File: src/rtl/pss_ram.sv
// Generic single-port-write, single-port-read RAM with registered read data.
`default_nettype none

module pss_ram #(
    parameter int WIDTH = 8,
    parameter int DEPTH = 32
) (
    input  wire logic                     clk,
    input  wire logic                     we,
    input  wire logic [$clog2(DEPTH)-1:0] waddr,
    input  wire logic [WIDTH-1:0]         wdata,
    input  wire logic                     re,
    input  wire logic [$clog2(DEPTH)-1:0] raddr,
    output logic      [WIDTH-1:0]         rdata
);

    logic [WIDTH-1:0] mem [DEPTH];

    always_ff @(posedge clk)
    begin
        if (we)
        begin
            mem[waddr] <= wdata;
        end
        if (re)
        begin
            rdata <= mem[raddr];
        end
    end

endmodule

`default_nettype wire

File: config.mk
export PLATFORM = sky130hd
export DESIGN_NAME = pss_ram
export DESIGN_NICKNAME = d
export VERILOG_FILES = /design/src/rtl/pss_ram.sv
export SDC_FILE = /design/constraint.sdc
export NUM_CORES = 1
export LEC_CHECK = 0
export BUFFER_PORTS_ARGS = -buffer_cell sky130_fd_sc_hd__buf_2
export CAP_MARGIN = 10
export CORE_ASPECT_RATIO = 1.75
export CORE_MARGIN = 5
export CORE_UTILIZATION = 55
export CTS_CLUSTER_DIAMETER = 100
export DETAILED_ROUTE_END_ITERATION = 6
export PLACE_DENSITY = 0.71
export SLEW_MARGIN = 40
export SYNTH_ARGS = -nofsm -noshare
export SYNTH_HDL_FRONTEND = slang
export SYNTH_SLANG_ARGS = --single-unit
File: constraint.sdc
create_clock -name clk -period 1.96 [get_ports clk]
set_clock_uncertainty 0.1 [all_clocks]
set_input_delay 0.098 -clock clk [delete_from_list [all_inputs] [get_ports clk]]
set_output_delay 0.098 -clock clk [all_outputs]
set_load 0.03 [all_outputs]
==> impl_metrics.yaml, run 1 <==
status:
  status: "complete, but fails checks"
  violations: "negative setup slack"
global_routing:
  grt_max_degree: 37
  gr-total-overflow: 0
  antenna_found_initial: 0
  grt_use_total_pct: 20.5
  first_global_vias: 4880
  grt_pass1_wl_um: 31600
finish:
  antenna_cells: 0
  drive_gt1_share_pct: 37.5
  fill_cells: 1201
  area.growth.synth_to_final_pct: 14.7
  design_area_sq_mm: 0.0116
  nets: 514
  post-route-util_pct: 64.4
worst_hold_path:
  hp-class: "in2reg"
  hold_depth: 1
timing:
  setup_slack_ns: -0.112
  finalCritPeriodShare_pct: 106
  worst_pin_slew_ns: 0.654
  relSlewSlack_pct: 56.4
  max_freq_mhz: 483
  setup_viol: 8
  maxSlewViolCount: 0
  rsz0062_at_grt: "true"
  fin_crit_ns: 2.07
  hold_viol: 0
worst_setup_path:
  start_kind: "register"
  worst_r2r_path_depth: 3
  cp.depth: 3
  critPathKind: "reg2reg"
  slowest_delay_ns: 0.56
  cp_common_cell: "mux4_2"
  worst_path_max_delay_cell: "mux4_2"
  crit_buf_inv: 0
  arrival_ns: 2.22
  crit_path_end_kind: "register"
  cpLargestDelayFamily: "multiplexers"
  critPathRequiredTime_ns: 2.11
  critPathMaxFanout: 1
  path_cells: "mux4_2 > mux4_2 > mux2_4"
clock_tree:
  cts-root-buf: "clkbuf_16"
  numCtsBuffers: 23
  clkSinkCount: 264
  cts_max_path_buffers: 3
  cts_tree: "built"
  h-tree-depth: 1
  postCtsSetupRepairBufs: 0
  clkTransAtPathRegs_ns: 0.07
  clk_latency_ns: 0.51
routing:
  vias: 4521
  dr.pass1.iters: 5
  wl_per_cell_um: 28.4
  viasPerCell: 6.08
  ant_nets: 0
  wl_um: 21100
  drc: 0
  first_iter_violations: 421
logic_synthesis:
  ys_seq_area_share_pct: 78.2
  avgSynthCellArea_sq_um: 24.3
  yosysWarnings: 0
  syn-num-nets: 438
  syn-cell-area_sq_mm: 0.0101
  synth_cell_type_count: 14
  ys_ff_latch: 264
  syn_inst: 417
power_and_ir_drop:
  leakagePower_nw: 3.73
  power_density_mw_per_mm2: 979
  peakVddDrop_v: 0.000794
  finalPower_mw: 11.4
die:
  chipWidth_um: 113
  start_util_pct: 56.1
  ios: 29
  dieArea_sq_mm: 0.0213
  coreArea_sq_mm: 0.0181
  rows: 65
  die_height_um: 190
placement:
  gp_congestion: 0.824
  port_buffers: 28
  postPlaceCellArea_sq_mm: 0.0109
  dp_hpwl_um: 14200
run:
  max_cap_violations: 0
==> routing by layer <==
| layer | GRT usage, % | vias to the layer above | wire length (um) | part of all wire, % |
|---|---|---|---|---|
| met1 | 24.4 | 2384 | 7170 | 34 |
| met4 | 10.3 | 0 | 1210 | 5.8 |
| met2 | 36.4 | 154 | 11700 | 55 |
| met3 | 2.61 | 50 | 1010 | 4.8 |
| met5 | 0 | - | 0 | 0 |
| li1 | - | 1933 | - | - |
==> path summary, 6_finish.rpt <==
check / start / slack [ns] / to
worst max register to register: mem[23][0]$_DFFE_PP_ / -0.11 / rdata[0]$_DFFE_PP_
worst max-delay path: mem[23][0]$_DFFE_PP_ / -0.11 / rdata[0]$_DFFE_PP_
worst min-delay path: wdata[6] / 0.04 / mem[30][6]$_DFFE_PP_
worst min register to register: mem[24][6]$_DFFE_PP_ / 0.88 / rdata[6]$_DFFE_PP_
==> cell usage in the layout (no fill, tap or decap), drive strengths merged <==
cell         instances
bufinv               3
clkbuf              29
or3                  1
nand2                1
mux2                 8
buf                 70
mux4                80
clkinv               8
edfxtp             264
nand3                2
nand3b               5
nor2                33
dlygate4sd3          1
or3b                 3
inv                  1
==> state kept, by name, summed over array words and instances (netlist names) <==
register,cells
mem,256
rdata,8
==> metrics by stage <==
step | hold slack [ns] | cells | TNS, ns | worst slack (ns)
after global placement | 0.394 | 701 | -2.04 | -0.285
after floorplan | 0.0969 | 417 | 0 | 0.0256
final | 0.0353 | 743 | -0.593 | -0.112
after detailed placement | 0.385 | 701 | -2.07 | -0.307
after CTS | 0.0195 | 743 | -0.640 | -0.122
after global routing | 0.0280 | 743 | -0.795 | -0.137
==> worst reg2reg max path, delay by kind of cell (launching register included) <==
family	cells	cell delay (ns)
mux	3	1.36
flops	1	0.37
==> power by group <==
group / switching [mW] / internal [mW] / leakage (nW)
Combinational: 0.366 / 0.289 / 0.988
Sequential: 0.0212 / 6.30 / 2.38
Clock: 1.84 / 2.56 / 0.359
==> cell usage after synthesis <==
master / n / area [sq um]
or3_1: 1 / 6.26
nand3_1: 2 / 10.0
buf_4: 6 / 45.0
mux4_2: 80 / 1800
buf_6: 1 / 11.3
or3b_2: 3 / 26.3
nor2_1: 33 / 124
nand3b_1: 5 / 37.5
mux2_2: 8 / 90.1
buf_2: 1 / 5.00
buf_1: 6 / 22.5
clkbuf_1: 6 / 22.5
nand2_1: 1 / 3.75
edfxtp_1: 264 / 7930
==> cells by family after synthesis <==
family                 share of synthesized area (%)
buffers and inverters                           1.05
DFF                                             78.2
muxes                                           18.7
and+or+nand+nor                                 2.05
==> layout make-up <==
class / count / area [sq um] / area share (%)
clock inverter: 12 / 135 / 1.16
clock buffer: 29 / 598 / 5.15
sequential: 264 / 7930 / 68.2
timing repair buffer: 71 / 543 / 4.67
tap: 234 / 293 / 2.52
multi-input combinational: 133 / 2130 / 18.3
==> what timing repair did <==
| item | 4_1_cts | 5_1_grt |
|---|---|---|
| hold buffers | 1 | 0 |
| setup endpoints to repair | 8 | 8 |
| resized for setup | 7 | 0 |
| hold endpoints to repair | 8 | 0 |
| cloned | 0 | 0 |
(Power assumes the default switching activity.)
==> inputs of run 2 (changes only) <==
Settings changed: ABC_AREA from default to 1, CORE_UTILIZATION 55 to 56, PLACE_DENSITY 0.71 to 0.72.
==> run 2 against run 1 <==
Compared with the run above: the flow now finishes without violations; register-to-register slack gained 0.67 ns; critical path depth grew 5; fmax grew 48%; power grew 3.8%; design area grew 4.6%; final cell count grew 65%; hold slack lost 0.0016 ns; largest cell class unchanged.
==> impl_metrics.yaml, run 2 <==
die:
  dieArea_sq_mm: 0.0224
  die_height_um: 194
  ios: 29
  rows: 67
  start_util_pct: 56.9
  coreArea_sq_mm: 0.0191
  chipWidth_um: 115
worst_hold_path:
  hp-class: "in2reg"
  hold_start: "wdata[1]"
  hold_depth: 1
  hold-path-endpoint: "mem[24][1]$_DFFE_PP_"
run:
  max_cap_violations: 0
worst_setup_path:
  path_cells: "nand2_1 > nand3_1 > nand3_1 > nand2_1 > nand2_1 > nand2_1 > nand2_1 > nand2_1"
  rrSetupSlack_ns: 0.56
  crit_path_end_kind: "register"
  r2r-start: "mem[25][2]$_DFFE_PP_"
  r2r_end: "rdata[2]$_DFFE_PP_"
  critPathMaxFanout: 1
  cp.depth: 8
  arrival_ns: 1.56
  cp_common_cell: "nand2_1"
  cpLargestDelayFamily: "simple AND/OR/NAND/NOR gates"
  slowest_delay_ns: 0.36
  critPathKind: "reg2reg"
  critPathRequiredTime_ns: 2.12
  crit_buf_inv: 0
  worst_r2r_path_depth: 8
  worst_path_max_delay_cell: "edfxtp_1"
  crit_start: "mem[25][2]$_DFFE_PP_"
  start_kind: "register"
routing:
  viasPerCell: 5.69
  dr.pass1.iters: 5
  wl_um: 24300
  first_iter_violations: 682
  drc: 0
  vias: 6997
  wl_per_cell_um: 19.7
  ant_nets: 0
logic_synthesis:
  synth_common_cells: "nand2_1 (360), edfxtp_1 (264), nand3_1 (204)"
  yosys-top-cells-area: "edfxtp_1 (73%), nand2_1 (12%), nand3_1 (9.4%)"
  avgSynthCellArea_sq_um: 11.8
  syn-num-nets: 943
  synth_edf_count: 264
  synth.most_common_cell: "nand2_1"
  synth_cell_type_count: 11
  ys_ff_latch: 264
  syn-cell-area_sq_mm: 0.0109
  async_reset_ff_share_pct: 0
  syn_inst: 922
  synth.largest_area_cell: "edfxtp_1"
  synth_top_area_share_pct: 73.0
  yosysWarnings: 0
  ys.flop_type: "edfxtp_1"
  ys_seq_area_share_pct: 73.0
global_routing:
  grt_use_total_pct: 21.9
  antenna_found_initial: 0
  grt_pass1_wl_um: 37500
  grt_max_degree: 129
  gr-total-overflow: 0
  first_global_vias: 6876
finish:
  regMostFlops: "mem"
  largest_reg_flops: 256
  top_regs: "mem x256, rdata x8"
  final_cell_mix: "nand2_1 (360), edfxtp_1 (264), nand3_1 (204), buf_4 (42), nor2_1 (32)"
  area.growth.synth_to_final_pct: 11.9
  layout_commonest_cell: "nand2_1"
  drive_gt1_share_pct: 11.4
  antenna_cells: 0
  nets: 993
  fill_cells: 1438
clock_tree:
  h-tree-depth: 1
  cts-root-buf: "clkbuf_16"
  numCtsBuffers: 22
  cts_max_path_buffers: 3
  cts_tree: "built"
  clkSinkCount: 264
  clkTransAtPathRegs_ns: 0.07
  postCtsSetupRepairBufs: 0
  hold_buffers: 2
  ctsResizeCount: 0
  clk_latency_ns: 0.51
timing:
  worst_pin_slew_ns: 0.693
  tns_ns: 0
  hold_viol: 0
  setup_viol: 0
  relSlewSlack_pct: 53.8
  max_freq_mhz: 714
  rsz0062_at_grt: "false"
  finalCritPeriodShare_pct: 71.4
  fin_crit_ns: 1.40
  maxSlewViolCount: 0
placement:
  port_buffers: 28
  dp_hpwl_um: 14400
  gp_congestion: 0.822
power_and_ir_drop:
  power_density_mw_per_mm2: 971
  finalPower_mw: 11.8
  peakVddDrop_v: 0.000670
  leakagePower_nw: 4.57
status:
  status: "finished, final reports clean"
==> run 2: power by group <==
part | total (mW) | switching, mW | internal (mW)
clock | 4.73 | 1.92 | 2.81
sequential | 6.31 | 0.0197 | 6.29
combinational | 0.767 | 0.555 | 0.213
==> run 2: how the worst max path moves through the flow <==
stage | endpoint | slack [ns]
after CTS | rdata[2]$_DFFE_PP_ | 0.56
after detailed placement | rdata[3]$_DFFE_PP_ | 0.29
after global routing | rdata[5]$_DFFE_PP_ | 0.48
after floorplan | mem[0][0]$_DFFE_PP_ | 0.73
final | rdata[2]$_DFFE_PP_ | 0.56
after global placement | rdata[5]$_DFFE_PP_ | 0.30
==> run 2: logic make-up (layout without fill, tap and decap cells) <==
group                  count (synthesis)  in the layout  synth area share [%]
buffers and inverters                 62            128                  4.11
flip-flops                           264            264                  73.0
AND/OR/NAND/NOR                      596            596                  22.9
==> run 2: through the flow <==
step	hold WS, ns	cell area (sq um)	cells	utilization, %	setup WS (ns)
final	0.0337	12200	1229	63.6	0.560
after global routing	0.0623	12200	1229	63.6	0.476
after detailed placement	0.373	11400	1187	59.4	0.295
after floorplan	0.0969	10900	922	-	0.728
after CTS	0.0255	12200	1229	63.6	0.559
after global placement	0.370	11400	1187	59.4	0.304
==> run 2: cell type report <==
cell class	count	area, sq um	share of cell area (%)
repair buffers	78	611	5.02
well taps	241	302	2.48
inverters	10	38.8	0.319
multi-input cells	596	2490	20.5
flip-flops and latches	264	7930	65.2
clock inverters	15	205	1.69
clock buffers	25	583	4.80
==> run 2: layer usage <==
| layer | wire length [um] | track usage, % | part of all wire [%] |
|---|---|---|---|
| met1 | 9070 | 27.4 | 37 |
| met2 | 13000 | 38.9 | 54 |
| met3 | 1460 | 2.72 | 6.0 |
| met4 | 723 | 7.70 | 3.0 |
| met5 | 0 | 0 | 0 |
==> inputs of run 3 (changes only) <==
Settings changed: CORE_UTILIZATION 56 to 62, PLACE_DENSITY 0.72 to 0.75.
Clock period 1.96 ns to 1.3 ns, I/O delays scaled along.
==> run 3 against run 2 <==
Compared with the run above: the flow now finishes with violations (negative setup slack); largest power group unchanged; fmax rose by 4.1%; worst setup slack got worse by 0.60 ns; final cell count rose by 1.6%; sequential share of layout area fell by 2.4 points; highest routed layer unchanged; power rose by 46%; clock-buffer cell count did not move; register-to-register slack got worse by 0.60 ns; first-iteration DRC count fell by 6.6%.
==> impl_metrics.yaml, run 3 (synthesized netlist as in run 2, its figures left out) <==
routing:
  wl_um: 25000
  wl_per_cell_um: 20.0
  drc: 0
  vias: 7198
  dr.pass1.iters: 5
  first_iter_violations: 637
  viasPerCell: 5.76
  ant_nets: 0
finish:
  multi_input_area_sq_mm: 0.00269
  top_regs: "mem x256, rdata x8"
  layout_commonest_cell: "nand2_1"
  final_cell_mix: "nand2_1 (336), edfxtp_1 (264), nand3_1 (176), buf_4 (58), nor2_1 (32)"
  fill_cells: 1173
  regMostFlops: "mem"
  area.growth.synth_to_final_pct: 16.2
  stdcell_count: 1249
  regArea_sq_mm: 0.00793
  antenna_cells: 0
  drive_gt1_share_pct: 18.1
  nets: 1024
  largest_reg_flops: 256
timing:
  rsz0062_at_grt: "true"
  tns_ns: -0.184
  fin_crit_ns: 1.34
  finalCritPeriodShare_pct: 103
  max_freq_mhz: 744
  maxSlewViolCount: 0
  setup_viol: 7
  fin_hold_ws_ns: 0.0310
  relSlewSlack_pct: 56.3
  worst_pin_slew_ns: 0.654
  setup_slack_ns: -0.0442
  hold_viol: 0
global_routing:
  gr-total-overflow: 0
  grt_max_degree: 116
  grt_pass1_wl_um: 39000
  first_global_vias: 7235
  grt_use_total_pct: 25.6
  antenna_found_initial: 0
power_and_ir_drop:
  internal_power_mw: 13.5
  pwr-share-comb_pct: 7.8
  pwr-share-clk_pct: 37.1
  p_sw_share_pct: 21.7
  seqPwrFrac_pct: 55.1
  leakagePower_nw: 4.78
  peakVddDrop_v: 0.00117
  power_density_mw_per_mm2: 1370
  p_sw_mw: 3.75
worst_hold_path:
  hold_start: "wdata[0]"
  hold-path-endpoint: "mem[11][0]$_DFFE_PP_"
  hp-class: "in2reg"
  hold_depth: 1
die:
  ios: 29
  die_height_um: 185
  rows: 64
  start_util_pct: 62.5
  chipWidth_um: 110
  dieArea_sq_mm: 0.0204
  coreArea_sq_mm: 0.0174
worst_setup_path:
  r2r_end: "rdata[7]$_DFFE_PP_"
  path_cells: "nand2_1 > nand3_1 > nand3_2 > nand2_1 > nand2_1 > nand2_2 > nand2_2 > nand2_2"
  critPathMaxFanout: 1
  worst_r2r_path_depth: 8
  rrSetupSlack_ns: -0.04
  worst_path_max_delay_cell: "edfxtp_1"
  crit_path_end_kind: "register"
  critPathKind: "reg2reg"
  start_kind: "register"
  slowest_delay_ns: 0.35
  arrival_ns: 1.50
  critPathRequiredTime_ns: 1.46
  r2r-start: "mem[25][7]$_DFFE_PP_"
placement:
  placed_cells: 1200
  gp_congestion: 0.829
  dp_hpwl_um: 14900
  port_buffers: 28
clock_tree:
  clk_latency_ns: 0.51
  clkSinkCount: 264
  cts_max_path_buffers: 3
  cts-root-buf: "clkbuf_16"
  clkTransAtPathRegs_ns: 0.06
  numCtsBuffers: 22
  postCtsSetupRepairBufs: 0
  h-tree-depth: 1
  cts_tree: "built"
status:
  status: "complete, but fails checks"
  violations: "negative setup slack"
run:
  max_cap_violations: 0
[run 3: changes by cell type in the layout (fill, tap and decap cells not counted), sizes merged]
cell,delta
dlygate4sd3,+8
clkinvlp,-1
bufinv,-3
buf,+23
clkinv,+4
inv,-1
[run 3: worst max-delay path by stage]
| stage | startpoint | to |
|---|---|---|
| after floorplan | waddr[0] | mem[0][0]$_DFFE_PP_ |
| after global placement | raddr[0] | rdata[2]$_DFFE_PP_ |
| after detailed placement | raddr[0] | rdata[2]$_DFFE_PP_ |
| after CTS | mem[16][7]$_DFFE_PP_ | rdata[7]$_DFFE_PP_ |
| after global routing | mem[31][0]$_DFFE_PP_ | rdata[0]$_DFFE_PP_ |
| final | mem[25][7]$_DFFE_PP_ | rdata[7]$_DFFE_PP_ |
[run 3: cell type report]
type                       instances  area share [%]
tap                              231            2.29
inverter                          10           0.307
clock inverter                    14           0.892
timing repair buffer             109            7.75
clock buffer                      25            4.62
multi-input combinational        596            21.3
sequential                       264            62.8
[run 3: power groups by stage]
stage | Sequential (mW) | Clock, mW | Combinational, mW
floorplan | 9.75 | 0 | 0.682
global placement | 9.71 | 0 | 1.21
detailed placement | 9.71 | 0 | 1.24
CTS | 9.52 | 6.50 | 1.30
global route | 9.53 | 6.83 | 1.47
finish | 9.52 | 6.42 | 1.35
[run 3: critical path: cells and delay by family (launching register included)]
kind / cells / cell delay, ns
AND/OR/NAND/NOR: 8 / 0.65
flip-flops: 1 / 0.35
[run 3: metal layers]
metal	track usage [%]	part of all wire [%]	wire, um
met2	43.0	53	13200
met4	10.6	3.3	826
met3	3.56	7.3	1830
met5	0	0	0
met1	33.6	37	9160
[run 3: repair_timing]
action / in CTS / in global routing
pin swaps: 12 / 29
hold endpoints to repair: 215 / 0
hold buffers: 10 / 0
endpoints found under the setup margin: 11 / 9
resized for setup: 20 / 37
[run 3: through the flow]
stage               total power, mW  setup slack, ns  utilization (%)  area [sq um]
floorplan                      10.4            0.101                -         10900
finish                         17.3          -0.0442             72.6         12600
detailed placement             10.9           -0.467             66.8         11600
CTS                            17.3          -0.0654             71.8         12500
global route                   17.8           -0.140             72.6         12600
global placement               10.9           -0.458             66.8         11600
